## src/hdl/assert_macros.svh

```systemverilog
// ----------------------------------------------------------------------------
// Assertion macros
// Concurrent assertion wrappers; they expand to nothing under synthesis.
// ----------------------------------------------------------------------------
`ifndef ASSERT_MACROS_SVH
`define ASSERT_MACROS_SVH

`ifndef SYNTHESIS

// Check a property on every rising clock edge outside of reset
`define OX_ASSERT(name, clk, rst, prop, msg) \
   name: assert property (@(posedge clk) disable iff (rst) prop) else $error(msg);

// Check that a condition never holds
`define OX_ASSERT_NEVER(name, clk, rst, cond, msg) \
   `OX_ASSERT(name, clk, rst, !(cond), msg)

`else

`define OX_ASSERT(name, clk, rst, prop, msg)

`define OX_ASSERT_NEVER(name, clk, rst, cond, msg)

`endif

`endif

```

## src/hdl/ox_pkg.sv

```systemverilog
// ----------------------------------------------------------------------------
// Ordered crossover package
// Sizes, payload types and controller/datapath command and status types.
// ----------------------------------------------------------------------------
`timescale 1ns / 1ps

package ox_pkg;

   // Sizes
   localparam int MAX_NODES  = 64;
   localparam int NODE_RANGE = 256;
   localparam int NODE_W     = 8;
   localparam int CUT_W      = 6;
   localparam int POS_W      = 6;
   localparam int ADDR_W     = $clog2(MAX_NODES);
   localparam int CNT_W      = $clog2(MAX_NODES + 1);
   localparam int SEEN_W     = $clog2(NODE_RANGE);

   // Input item
   typedef struct packed {
      logic [NODE_W-1:0] parent_a_node;
      logic [NODE_W-1:0] parent_b_node;
      logic [CUT_W-1:0]  cut_first;
      logic [CUT_W-1:0]  cut_second;
      logic              last_item;
   } req_type;

   // Result item
   typedef struct packed {
      logic [NODE_W-1:0] child_node;
      logic [POS_W-1:0]  child_position;
      logic              last_result;
   } rsp_type;

   // Controller to datapath commands
   typedef struct packed {
      logic load;
      logic prep;
      logic seg_step;
      logic fill_step;
      logic emit_read;
      logic emit_load;
   } cmd_type;

   // Datapath to controller status
   typedef struct packed {
      logic seg_last;
      logic fill_last;
      logic emit_last;
      logic out_free;
   } sts_type;

endpackage

```

## src/hdl/ox_req_if.sv

```systemverilog
// ----------------------------------------------------------------------------
// Request channel
// Valid/ready channel carrying one parent position per item.
// ----------------------------------------------------------------------------
`timescale 1ns / 1ps

interface ox_req_if;
   import ox_pkg::*;

   logic              valid;
   logic              ready;
   logic [NODE_W-1:0] parent_a_node;
   logic [NODE_W-1:0] parent_b_node;
   logic [CUT_W-1:0]  cut_first;
   logic [CUT_W-1:0]  cut_second;
   logic              last_item;

   modport source (
      output valid, parent_a_node, parent_b_node, cut_first, cut_second, last_item,
      input  ready
   );

   modport sink (
      input  valid, parent_a_node, parent_b_node, cut_first, cut_second, last_item,
      output ready
   );

endinterface

```

## src/hdl/ox_rsp_if.sv

```systemverilog
// ----------------------------------------------------------------------------
// Response channel
// Valid/ready channel carrying one child position per item.
// ----------------------------------------------------------------------------
`timescale 1ns / 1ps

interface ox_rsp_if;
   import ox_pkg::*;

   logic              valid;
   logic              ready;
   logic [NODE_W-1:0] child_node;
   logic [POS_W-1:0]  child_position;
   logic              last_result;

   modport source (
      output valid, child_node, child_position, last_result,
      input  ready
   );

   modport sink (
      input  valid, child_node, child_position, last_result,
      output ready
   );

endinterface

```

## src/hdl/ox_ctrl.sv

```systemverilog
// ----------------------------------------------------------------------------
// Ordered crossover controller
// Sequences load, segment copy, fill from parent B and child readout.
// ----------------------------------------------------------------------------
`timescale 1ns / 1ps
`include "assert_macros.svh"

module ox_ctrl (
   input  logic            clock,
   input  logic            reset,
   input  logic            req_valid,
   input  logic            req_last,
   output logic            req_ready,
   input  ox_pkg::sts_type sts,
   output ox_pkg::cmd_type cmd
);
   import ox_pkg::*;

   typedef enum logic [6:0] {
      ST_IDLE    = 7'b0000001,
      ST_PREP    = 7'b0000010,
      ST_SEG     = 7'b0000100,
      ST_FILL    = 7'b0001000,
      ST_DRAIN   = 7'b0010000,
      ST_EMIT_RD = 7'b0100000,
      ST_EMIT_LD = 7'b1000000
   } state_type;

   state_type state_ff, state_in;
   logic      accept;

   assign req_ready = (state_ff == ST_IDLE);
   assign accept    = req_valid && req_ready;

   // Next state and commands
   always_comb begin
      state_in = state_ff;
      cmd      = '0;
      case (state_ff)
         ST_IDLE: begin
            cmd.load = accept;
            if (accept && req_last) begin
               state_in = ST_PREP;
            end
         end
         ST_PREP: begin
            cmd.prep = 1'b1;
            state_in = ST_SEG;
         end
         ST_SEG: begin
            cmd.seg_step = 1'b1;
            if (sts.seg_last) begin
               state_in = ST_FILL;
            end
         end
         ST_FILL: begin
            cmd.fill_step = 1'b1;
            if (sts.fill_last) begin
               state_in = ST_DRAIN;
            end
         end
         ST_DRAIN: begin
            state_in = ST_EMIT_RD;
         end
         ST_EMIT_RD: begin
            cmd.emit_read = 1'b1;
            state_in      = ST_EMIT_LD;
         end
         ST_EMIT_LD: begin
            if (sts.out_free) begin
               cmd.emit_load = 1'b1;
               state_in      = sts.emit_last ? ST_IDLE : ST_EMIT_RD;
            end
         end
         default: begin
            state_in = ST_IDLE;
         end
      endcase
   end

   // State register
   always_ff @(posedge clock) begin
      if (reset) begin
         state_ff <= ST_IDLE;
      end else begin
         state_ff <= state_in;
      end
   end

   `OX_ASSERT(a_last_starts_prep, clock, reset, accept && req_last |=> state_ff == ST_PREP, "last item did not start crossover")
   `OX_ASSERT(a_seg_to_fill, clock, reset, state_ff == ST_SEG && sts.seg_last |=> state_ff == ST_FILL, "segment copy did not hand over to fill")

endmodule

```

## src/hdl/ox_dpath.sv

```systemverilog
// ----------------------------------------------------------------------------
// Ordered crossover datapath
// Parent and child stores, seen bits, cut handling, walk counters and the
// response output register.
// ----------------------------------------------------------------------------
`timescale 1ns / 1ps
`include "assert_macros.svh"

module ox_dpath (
   input  logic            clock,
   input  logic            reset,
   input  ox_pkg::req_type req_data,
   input  ox_pkg::cmd_type cmd,
   output ox_pkg::sts_type sts,
   input  logic            rsp_ready,
   output logic            rsp_valid,
   output ox_pkg::rsp_type rsp_data
);
   import ox_pkg::*;

   // Stores
   logic [NODE_W-1:0] a_mem [MAX_NODES];
   logic [NODE_W-1:0] b_mem [MAX_NODES];
   logic [NODE_W-1:0] child_mem [MAX_NODES];
   logic [NODE_RANGE-1:0] seen_ff;
   logic [MAX_NODES-1:0]  cvalid_ff;

   // Run registers
   logic [CNT_W-1:0]  load_cnt_ff;
   logic [CUT_W-1:0]  raw_s_ff;
   logic [CUT_W-1:0]  raw_e_ff;
   logic [CNT_W-1:0]  dim_ff;
   logic [ADDR_W-1:0] seg_s_ff;
   logic [CNT_W-1:0]  seg_e_ff;
   logic [ADDR_W-1:0] idx_ff;
   logic [ADDR_W-1:0] lo_ff;
   logic [CNT_W-1:0]  hi_ff;

   // Read pipeline
   logic              a_wb_ff;
   logic              b_wb_ff;
   logic [ADDR_W-1:0] a_pos_ff;
   logic [NODE_W-1:0] a_rd_ff;
   logic [NODE_W-1:0] b_rd_ff;
   logic [NODE_W-1:0] c_rd_ff;
   logic              c_vld_rd_ff;

   // Output register
   logic    rsp_valid_ff;
   rsp_type rsp_data_ff;

   // Cut handling
   logic [CNT_W-1:0] dm1;
   logic [CNT_W-1:0] s_clamp;
   logic [CNT_W-1:0] e_clamp;
   logic [CNT_W-1:0] cut_lo;
   logic [CNT_W-1:0] cut_hi;

   // Child and seen writes
   logic              child_we;
   logic [ADDR_W-1:0] child_waddr;
   logic [NODE_W-1:0] child_wdata;
   logic              seen_we;
   logic [NODE_W-1:0] seen_node;
   logic              b_hit;
   logic              b_to_lo;
   logic              b_to_hi;
   logic [CNT_W-1:0]  idx_next;

   // Clamp, order and widen the cut points
   always_comb begin
      dm1     = load_cnt_ff - CNT_W'(1);
      s_clamp = (32'(raw_s_ff) >= 32'(load_cnt_ff)) ? dm1 : CNT_W'(raw_s_ff);
      e_clamp = (32'(raw_e_ff) >= 32'(load_cnt_ff)) ? dm1 : CNT_W'(raw_e_ff);
      cut_lo  = (s_clamp > e_clamp) ? e_clamp : s_clamp;
      cut_hi  = (s_clamp > e_clamp) ? s_clamp : e_clamp;
      if (cut_lo == cut_hi) begin
         if (cut_lo == '0) begin
            cut_hi = cut_hi + CNT_W'(1);
         end else begin
            cut_lo = cut_lo - CNT_W'(1);
         end
      end
   end

   // Walk status
   assign idx_next      = CNT_W'(idx_ff) + CNT_W'(1);
   assign sts.seg_last  = (idx_next == seg_e_ff);
   assign sts.fill_last = (idx_next == dim_ff);
   assign sts.emit_last = (idx_next == dim_ff);
   assign sts.out_free  = !rsp_valid_ff || rsp_ready;

   // Fill placement of a parent B node
   always_comb begin
      b_hit   = (32'(b_rd_ff) < NODE_RANGE) && seen_ff[SEEN_W'(b_rd_ff)];
      b_to_lo = b_wb_ff && !b_hit && (lo_ff < seg_s_ff);
      b_to_hi = b_wb_ff && !b_hit && !(lo_ff < seg_s_ff) && (hi_ff < dim_ff);
   end

   // Child and seen write selection
   always_comb begin
      child_we    = 1'b0;
      child_waddr = a_pos_ff;
      child_wdata = a_rd_ff;
      seen_we     = 1'b0;
      seen_node   = a_rd_ff;
      if (a_wb_ff) begin
         child_we = 1'b1;
         seen_we  = 1'b1;
      end else if (b_wb_ff && !b_hit) begin
         child_we    = b_to_lo || b_to_hi;
         child_waddr = b_to_lo ? lo_ff : ADDR_W'(hi_ff);
         child_wdata = b_rd_ff;
         seen_we     = 1'b1;
         seen_node   = b_rd_ff;
      end
   end

   // Parent stores: write on load, read at the walk index
   always_ff @(posedge clock) begin
      if (cmd.load && (load_cnt_ff < CNT_W'(MAX_NODES))) begin
         a_mem[load_cnt_ff[ADDR_W-1:0]] <= req_data.parent_a_node;
         b_mem[load_cnt_ff[ADDR_W-1:0]] <= req_data.parent_b_node;
      end
      a_rd_ff <= a_mem[idx_ff];
      b_rd_ff <= b_mem[idx_ff];
   end

   // Child store
   always_ff @(posedge clock) begin
      if (child_we) begin
         child_mem[child_waddr] <= child_wdata;
      end
      if (cmd.emit_read) begin
         c_rd_ff <= child_mem[idx_ff];
      end
   end

   // Seen bits and child valid bits; clear per run
   always_ff @(posedge clock) begin
      if (reset || cmd.prep) begin
         seen_ff   <= '0;
         cvalid_ff <= '0;
      end else begin
         if (seen_we && (32'(seen_node) < NODE_RANGE)) begin
            seen_ff[SEEN_W'(seen_node)] <= 1'b1;
         end
         if (child_we) begin
            cvalid_ff[child_waddr] <= 1'b1;
         end
      end
   end

   // Load count, cut capture, walk counters
   always_ff @(posedge clock) begin
      if (reset) begin
         load_cnt_ff <= '0;
         raw_s_ff    <= '0;
         raw_e_ff    <= '0;
         dim_ff      <= '0;
         seg_s_ff    <= '0;
         seg_e_ff    <= '0;
         idx_ff      <= '0;
         lo_ff       <= '0;
         hi_ff       <= '0;
         a_wb_ff     <= 1'b0;
         b_wb_ff     <= 1'b0;
      end else begin
         a_wb_ff <= cmd.seg_step;
         b_wb_ff <= cmd.fill_step;
         if (cmd.load) begin
            if (load_cnt_ff == '0) begin
               raw_s_ff <= req_data.cut_first;
               raw_e_ff <= req_data.cut_second;
            end
            if (load_cnt_ff < CNT_W'(MAX_NODES)) begin
               load_cnt_ff <= load_cnt_ff + CNT_W'(1);
            end
         end
         if (cmd.prep) begin
            dim_ff      <= load_cnt_ff;
            load_cnt_ff <= '0;
            seg_s_ff    <= ADDR_W'(cut_lo);
            seg_e_ff    <= cut_hi;
            idx_ff      <= ADDR_W'(cut_lo);
            lo_ff       <= '0;
            hi_ff       <= cut_hi;
         end
         if (cmd.seg_step) begin
            a_pos_ff <= idx_ff;
            idx_ff   <= sts.seg_last ? '0 : ADDR_W'(idx_next);
         end
         if (cmd.fill_step || cmd.emit_load) begin
            idx_ff <= (idx_next == dim_ff) ? '0 : ADDR_W'(idx_next);
         end
         if (b_to_lo) begin
            lo_ff <= lo_ff + ADDR_W'(1);
         end
         if (b_to_hi) begin
            hi_ff <= hi_ff + CNT_W'(1);
         end
      end
   end

   // Child valid bit beside the read data
   always_ff @(posedge clock) begin
      if (cmd.emit_read) begin
         c_vld_rd_ff <= cvalid_ff[idx_ff];
      end
   end

   // Output register: load on emit, drop when taken
   always_ff @(posedge clock) begin
      if (reset) begin
         rsp_valid_ff <= 1'b0;
      end else if (cmd.emit_load) begin
         rsp_valid_ff <= 1'b1;
      end else if (rsp_ready) begin
         rsp_valid_ff <= 1'b0;
      end
   end

   always_ff @(posedge clock) begin
      if (cmd.emit_load) begin
         rsp_data_ff.child_node     <= c_vld_rd_ff ? c_rd_ff : '0;
         rsp_data_ff.child_position <= POS_W'(idx_ff);
         rsp_data_ff.last_result    <= sts.emit_last;
      end
   end

   assign rsp_valid = rsp_valid_ff;
   assign rsp_data  = rsp_data_ff;

   `OX_ASSERT(a_seg_nonempty, clock, reset, cmd.prep |=> CNT_W'(seg_s_ff) < seg_e_ff, "empty segment after cut handling")
   `OX_ASSERT(a_seg_write_in_range, clock, reset, a_wb_ff |-> (a_pos_ff >= seg_s_ff) && (CNT_W'(a_pos_ff) < seg_e_ff), "segment copy outside the segment")
   `OX_ASSERT_NEVER(a_lo_past_start, clock, reset, lo_ff > seg_s_ff, "front fill ran into the segment")
   `OX_ASSERT_NEVER(a_hi_past_dim, clock, reset, hi_ff > dim_ff, "back fill ran past the tour")

endmodule

```

## src/hdl/ordered_crossover_core.sv

```systemverilog
// ----------------------------------------------------------------------------
// Ordered crossover core
// OX1 crossover of two parent tours loaded one position per item; emits the
// child tour one position per item.
//
//   channel  dir  contents
//   req_ch   in   parent A node, parent B node, cut points, last flag
//   rsp_ch   out  child node, child position, last flag
//
// Items load back to back while the core is idle. After the last item the
// run preps, copies the segment from parent A and fills from parent B,
// bounded by the single port of each parent store, then reads each child
// position through the child store read port and the output register. Input
// is held off from the last item until the final child position is in the
// output register. Reset is synchronous; a stalled result holds the readout.
// ----------------------------------------------------------------------------
`timescale 1ns / 1ps

module ordered_crossover_core (
   input  logic     clock,
   input  logic     reset,
   ox_req_if.sink   req_ch,
   ox_rsp_if.source rsp_ch
);
   import ox_pkg::*;

   req_type req_data;
   rsp_type rsp_data;
   cmd_type cmd;
   sts_type sts;
   logic    req_ready;
   logic    rsp_valid;

   // Gather the request payload
   assign req_data.parent_a_node = req_ch.parent_a_node;
   assign req_data.parent_b_node = req_ch.parent_b_node;
   assign req_data.cut_first     = req_ch.cut_first;
   assign req_data.cut_second    = req_ch.cut_second;
   assign req_data.last_item     = req_ch.last_item;
   assign req_ch.ready           = req_ready;

   ox_ctrl u_ctrl (
      .clock     (clock),
      .reset     (reset),
      .req_valid (req_ch.valid),
      .req_last  (req_ch.last_item),
      .req_ready (req_ready),
      .sts       (sts),
      .cmd       (cmd)
   );

   ox_dpath u_dpath (
      .clock     (clock),
      .reset     (reset),
      .req_data  (req_data),
      .cmd       (cmd),
      .sts       (sts),
      .rsp_ready (rsp_ch.ready),
      .rsp_valid (rsp_valid),
      .rsp_data  (rsp_data)
   );

   // Drive the response channel
   assign rsp_ch.valid          = rsp_valid;
   assign rsp_ch.child_node     = rsp_data.child_node;
   assign rsp_ch.child_position = rsp_data.child_position;
   assign rsp_ch.last_result    = rsp_data.last_result;

endmodule

```

## src/flat_wrapper.sv

```systemverilog
// flat-port wrapper written by rule: the top's interface ports become plain ports
module ordered_crossover_core_flat import ox_pkg::*;
  (clock, reset, req_ch_valid, req_ch_parent_a_node, req_ch_parent_b_node, req_ch_cut_first, req_ch_cut_second, req_ch_last_item, req_ch_ready, rsp_ch_valid, rsp_ch_child_node, rsp_ch_child_position, rsp_ch_last_result, rsp_ch_ready);
  ox_req_if req_ch_i ();
  ox_rsp_if rsp_ch_i ();
  input  logic clock;
  input  logic reset;
  input wire logic [$bits(req_ch_i.valid)-1:0] req_ch_valid;
  input wire logic [$bits(req_ch_i.parent_a_node)-1:0] req_ch_parent_a_node;
  input wire logic [$bits(req_ch_i.parent_b_node)-1:0] req_ch_parent_b_node;
  input wire logic [$bits(req_ch_i.cut_first)-1:0] req_ch_cut_first;
  input wire logic [$bits(req_ch_i.cut_second)-1:0] req_ch_cut_second;
  input wire logic [$bits(req_ch_i.last_item)-1:0] req_ch_last_item;
  output wire logic [$bits(req_ch_i.ready)-1:0] req_ch_ready;
  output wire logic [$bits(rsp_ch_i.valid)-1:0] rsp_ch_valid;
  output wire logic [$bits(rsp_ch_i.child_node)-1:0] rsp_ch_child_node;
  output wire logic [$bits(rsp_ch_i.child_position)-1:0] rsp_ch_child_position;
  output wire logic [$bits(rsp_ch_i.last_result)-1:0] rsp_ch_last_result;
  input wire logic [$bits(rsp_ch_i.ready)-1:0] rsp_ch_ready;
  assign req_ch_i.valid = req_ch_valid;
  assign req_ch_i.parent_a_node = req_ch_parent_a_node;
  assign req_ch_i.parent_b_node = req_ch_parent_b_node;
  assign req_ch_i.cut_first = req_ch_cut_first;
  assign req_ch_i.cut_second = req_ch_cut_second;
  assign req_ch_i.last_item = req_ch_last_item;
  assign req_ch_ready = req_ch_i.ready;
  assign rsp_ch_valid = rsp_ch_i.valid;
  assign rsp_ch_child_node = rsp_ch_i.child_node;
  assign rsp_ch_child_position = rsp_ch_i.child_position;
  assign rsp_ch_last_result = rsp_ch_i.last_result;
  assign rsp_ch_i.ready = rsp_ch_ready;
  ordered_crossover_core u_core (.clock(clock), .reset(reset), .req_ch(req_ch_i), .rsp_ch(rsp_ch_i));
endmodule
```

## config.mk

```make
export PLATFORM = sky130hd
export DESIGN_NAME = ordered_crossover_core_flat
export DESIGN_NICKNAME = d
export VERILOG_FILES = /design/src/hdl/ox_pkg.sv /design/src/hdl/ox_req_if.sv /design/src/hdl/ox_rsp_if.sv /design/src/hdl/ox_ctrl.sv /design/src/hdl/ox_dpath.sv /design/src/hdl/ordered_crossover_core.sv /design/src/flat_wrapper.sv
export VERILOG_INCLUDE_DIRS = /design/src /design/src/hdl
export SDC_FILE = /design/constraint.sdc
export NUM_CORES = 2
export LEC_CHECK = 0
export BUFFER_PORTS_ARGS = -buffer_cell sky130_fd_sc_hd__buf_2
export CAP_MARGIN = 30
export CORE_MARGIN = 2
export CORE_UTILIZATION = 48
export DETAILED_ROUTE_END_ITERATION = 12
export GPL_TIMING_DRIVEN = 0
export PLACE_DENSITY = 0.59
export SYNTH_ARGS = -nofsm -noshare
export SYNTH_HDL_FRONTEND = slang
export SYNTH_HIERARCHICAL = 1
export SYNTH_SLANG_ARGS = --single-unit
```

## constraint.sdc

```tcl
create_clock -name clock -period 13.8 [get_ports clock]
set_input_delay 1.38 -clock clock [delete_from_list [all_inputs] [get_ports clock]]
set_output_delay 1.38 -clock clock [all_outputs]
set_load 0.02 [all_outputs]
```

==> key figures <==
Setup path
  – Crit-path max cell delay: 0.60 ns
  – Worst r2r path cells: 23
  – Reg-to-Reg Start: u_core/u_dpath/load_cnt_ff[4]$_SDFFE_PP0P_
  – WP buf/inv: 3
  – Crit-path cells: clkbuf_1 -> clkinv_1 -> ha_1 -> and4b_1 -> a21oi_2 -> mux2i_1 -> inv_1 -> ha_1 -> o21ai_0 -> nand2b_1 -> a21oi_1 -> maj3_1 -> o21ai_1 -> nand2_1 -> a21oi_1 -> ha_1 -> o21ai_0 -> nor3_1 -> or4b_1 -> a21oi_1 -> o21ai_0 -> a2111oi_0 -> nor2_1
  – Crit path max-delay family: compound AO/OA/AOI/OAI gates
  – Worst-path fanout max: 10
  – CP Depth: 23
  – Worst Setup Path Type: reg -> reg
  – Slowest CP cell: mux2i_1
  – Setup crit end kind: flip-flop
  – Critical path launch point type: flip-flop
  – Flop2flop setup slack: 6.77 ns
  – CP required: 14.51 ns
  – Critical path arrival: 7.73 ns
  – FF-to-FF End: u_core/u_dpath/idx_ff[4]$_SDFFE_PP0P_

Global route
  – Met1 Resource Use GR: 39.3%
  – GR Overflow Total: 0
  – Vias in the first global route: 44.5k
  – Most Crowded Layer GR: met2
  – Pin count of the biggest net entering global routing: 65
  – Total GRT Usage: 26.6%
  – M3 GR Usage: 4.61%
  – Global-route wire length before repair: 322,000 um
  – Met2 Track Usage GR: 41.4%
  – Initial antenna violation count: 15

Status
  – Failing checks: design-rule violations
  – Status: finished, violations left

Synthesis
  – Avg Cell Area, Syn: 17.2 um2
  – Most used DFF post-synth: edfxtp_1
  – Synth top area share: 59.0%
  – Area contributors post-synth: edfxtp_1, mux4_2, dfxtp_1
  – Post-synthesis cell count: 4,637
  – Mapped Area: 79,700 um2
  – Post-synth EDFFs: 1,566
  – Yosys Warn Count: 6
  – FF+latch count, synth: 1,970
  – Yosys cell types: 86
  – Net Count, Synth: 4,707
  – Post-synthesis sequential area ratio: 69.1%
  – Cell taking the most area after synthesis: edfxtp_1
  – Ys async rst share: 0%

Place
  – PortBufs: 49
  – Post-Place Cells: 7,046
  – Post-DP HPWL: 160,000 um
  – GPL Wtd Cong: 0.874

Floorplan
  – Initial Util: 48.3%
  – Core footprint: 165,000 um2
  – # rows: 149
  – Die area: 169,000 um2
  – Horiz. Die Dim: 412 um
  – Die H: 412 um
  – Boundary Pins: 50

STA
  – Worst Tran Pin Value: 1.07 ns
  – RSZ-0062 raised after global routing: false
  – TNS Setup: 0 ns
  – Setup Skew: 0.0382 ns
  – Endpoints failing hold: 0
  – Fmax: 142 MHz
  – Minimum clock period: 7.03 ns
  – Final Slew Violations: 0
  – Final setup viols: 0
  – Worst slew margin: 28.1%
  – Final Cycle Share: 50.9%

Finish
  – Fin cells: 7,426
  – Fillers: 12.7k
  – FF+latch area: 55,100 um2
  – Multi-input logic area: 23,200 um2
  – Layout cells sized above 1: 24.7%
  – Area Growth Syn to Fin: 15.8%
  – Fin nets: 5,133

Detailed routing
  – Remaining DRCs: 14
  – Via density: 6.16
  – First-pass DRT Iterations: 10
  – Antenna-violating nets left: 0
  – Wire length per cell: 30.2 um
  – DR iter-0 viols: 6,239
  – Via count: 45.7k
  – Routed Wire Length: 224,000 um

Min path
  – Hold EP: u_core/u_dpath/cvalid_ff[17]$_SDFFE_PP0N_
  – Hold path start: u_core/u_dpath/cvalid_ff[17]$_SDFFE_PP0N_
  – Worst Hold Depth: 2
  – HP Class: reg -> reg

Clocking
  – Clock transition at path regs: 0.06 ns
  – Hold-fix buffers at CTS: 0
  – Clock root buffer: clkbuf_16
  – Htree depth: 4
  – Setup Fix Bufs, Post-CTS: 0
  – Post-CTS Resized: 0
  – Clock tree sinks: 1,970
  – CTS tree: yes
  – Clock buffer depth: 3
  – Worst-Skew Late Latency: 0.84 ns
  – CTS Buf Count: 200

Pwr
  – Pwr/cell area: 163 nW/um2
  – Worst vdd ir: 0.138 mV
  – Leak pwr: 28.0 nW

Run
  – MaxCap Viol Count: 0
==> layout make-up <==
cell class / count / share of cell area [%]
Sequential cell: 1970 / 59.7
Multi-Input combinational cell: 2268 / 25.1
Clock buffer: 261 / 5.92
Timing Repair Buffer: 224 / 3.33
Tap cell: 2189 / 2.97
Buffer: 274 / 1.27
Clock inverter: 114 / 1.26
Inverter: 125 / 0.508
Antenna cell: 1 / 0.00271
==> placed cells by master, fill, tap and decap left out, drive strengths merged, types with 50 or more instances in the layout <==
cell type / netlist / final
edfxtp: 1566 / 1566
nor2: 650 / 650
mux4: 583 / 583
clkbuf: 182 / 443
dfxtp: 404 / 404
buf: 92 / 316
a211oi: 191 / 191
nand2: 159 / 159
inv: 122 / 135
a221oi: 83 / 83
clkinv: 3 / 81
o21ai: 74 / 74
mux2i: 58 / 58
a21oi: 50 / 50
==> routing by layer <==
metal  vias up  wire length (um)  part of all wire [%]
li1      19300                 -                     -
met1     24100             95400                    43
met2      2029            106000                    47
met3       260             18400                   8.2
met4        10              4850                   2.2
met5         -                72                 0.032
==> stage by stage <==
stage                     instance area, um2  hold slack [ns]  util [%]  power, W  setup WS (ns)
final                                  92400            0.448      56.0    0.0151           6.77
after global routing                   92400            0.462      56.0    0.0156           6.17
after CTS                              92300            0.448      56.0    0.0151           6.89
after detailed placement               85700            0.438      51.9   0.00973           6.91
after global placement                 82700            0.429      50.1   0.00958           4.45
after floorplan                        79700            0.420         -   0.00854           8.19
==> flip-flops by register name, indices dropped and copies added, names as in the netlist, 6 cells and up <==
| signal | flops |
|---|---|
| u_core/u_dpath/raw_e_ff | 6 |
| u_core/u_dpath/cvalid_ff | 64 |
| u_core/u_dpath/lo_ff | 6 |
| u_core/u_dpath/a_mem | 512 |
| u_core/u_dpath/child_mem | 512 |
| u_core/u_dpath/a_pos_ff | 6 |
| u_core/u_dpath/b_rd_ff | 8 |
| u_core/u_dpath/load_cnt_ff | 7 |
| u_core/u_dpath/seg_s_ff | 6 |
| u_core/u_dpath/idx_ff | 6 |
| u_core/u_dpath/b_mem | 512 |
| u_core/u_dpath/c_rd_ff | 8 |
| u_core/u_dpath/seen_ff | 256 |
| u_core/u_ctrl/state_ff | 7 |
| u_core/u_dpath/hi_ff | 7 |
| u_core/u_dpath/raw_s_ff | 6 |
| u_core/u_dpath/dim_ff | 7 |
| u_core/u_dpath/seg_e_ff | 7 |
| u_core/u_dpath/rsp_data | 15 |
| u_core/u_dpath/a_rd_ff | 8 |
==> report_power, final <==
group / switching [W] / leakage, nW / total (W) / internal [W]
clock: 0.00235 / 3.24 / 0.00544 / 0.00309
sequential: 0.0000696 / 17.3 / 0.00677 / 0.00670
combinational: 0.00189 / 7.44 / 0.00285 / 0.000968
total: 0.00430 / 28.0 / 0.0151 / 0.0108
==> cells in the mapped netlist (10+ instances only) <==
cell type and n:
nor2_1 649, mux2i_2 11, nand2_1 159, buf_2 38
dfxtp_1 404, nand3_1 36, nor3_1 33, o21a_1 18
ha_1 37, and2_1 15, xnor2_1 25, inv_1 122
buf_1 38, a21oi_1 49, mux4_2 583, xor2_1 10
a221oi_1 82, and3_1 14, clkbuf_1 182, a31oi_1 11
mux2_2 16, nand2b_1 20, mux2i_1 47, o21ai_0 54
edfxtp_1 1566, a211oi_1 187, nor2b_1 22, a22oi_1 17
o21ai_1 19, nor3b_1 14
==> worst register-to-register path: stages (launching register included) <==
cell       delay, ns
dfxtp_1         0.30
clkbuf_1        0.35
clkinv_1        0.40
ha_1            0.41
and4b_1         0.22
a21oi_2         0.50
mux2i_1         0.60
inv_1           0.24
ha_1            0.36
o21ai_0         0.08
nand2b_1        0.08
a21oi_1         0.09
maj3_1          0.38
o21ai_1         0.30
nand2_1         0.29
a21oi_1         0.32
ha_1            0.27
o21ai_0         0.14
nor3_1          0.15
or4b_1          0.50
a21oi_1         0.16
o21ai_0         0.14
a2111oi_0       0.52
nor2_1          0.12
==> logic make-up (layout without fill, tap and decap cells) <==
family          after synthesis  after routing  share of synthesized area (%)
simple gates               1016           1016                           5.54
flops                      1970           1970                           69.1
compound gates              522            522                           4.83
xor+xnor                     35             35                          0.384
mux                         657            657                           17.5
other cells                   0              1                              0
buf+inv                     399            998                           2.06
fa+ha+maj                    38             38                          0.593
==> worst max path at each step <==
stage                                               startpoint  slack [ns]                                   endpoint
finish              u_core/u_dpath/load_cnt_ff[4]$_SDFFE_PP0P_        6.77      u_core/u_dpath/idx_ff[4]$_SDFFE_PP0P_
floorplan           u_core/u_dpath/load_cnt_ff[4]$_SDFFE_PP0P_        8.19      u_core/u_dpath/idx_ff[4]$_SDFFE_PP0P_
detailed placement  u_core/u_dpath/load_cnt_ff[4]$_SDFFE_PP0P_        6.91      u_core/u_dpath/idx_ff[4]$_SDFFE_PP0P_
CTS                 u_core/u_dpath/load_cnt_ff[4]$_SDFFE_PP0P_        6.89      u_core/u_dpath/idx_ff[4]$_SDFFE_PP0P_
global placement             u_core/u_dpath/b_rd_ff[1]$_DFF_P_        4.45  u_core/u_dpath/child_mem[30][7]$_DFFE_PP_
global route        u_core/u_dpath/load_cnt_ff[4]$_SDFFE_PP0P_        6.17      u_core/u_dpath/idx_ff[4]$_SDFFE_PP0P_
No activity file was read; power rests on OpenSTA's default activity.
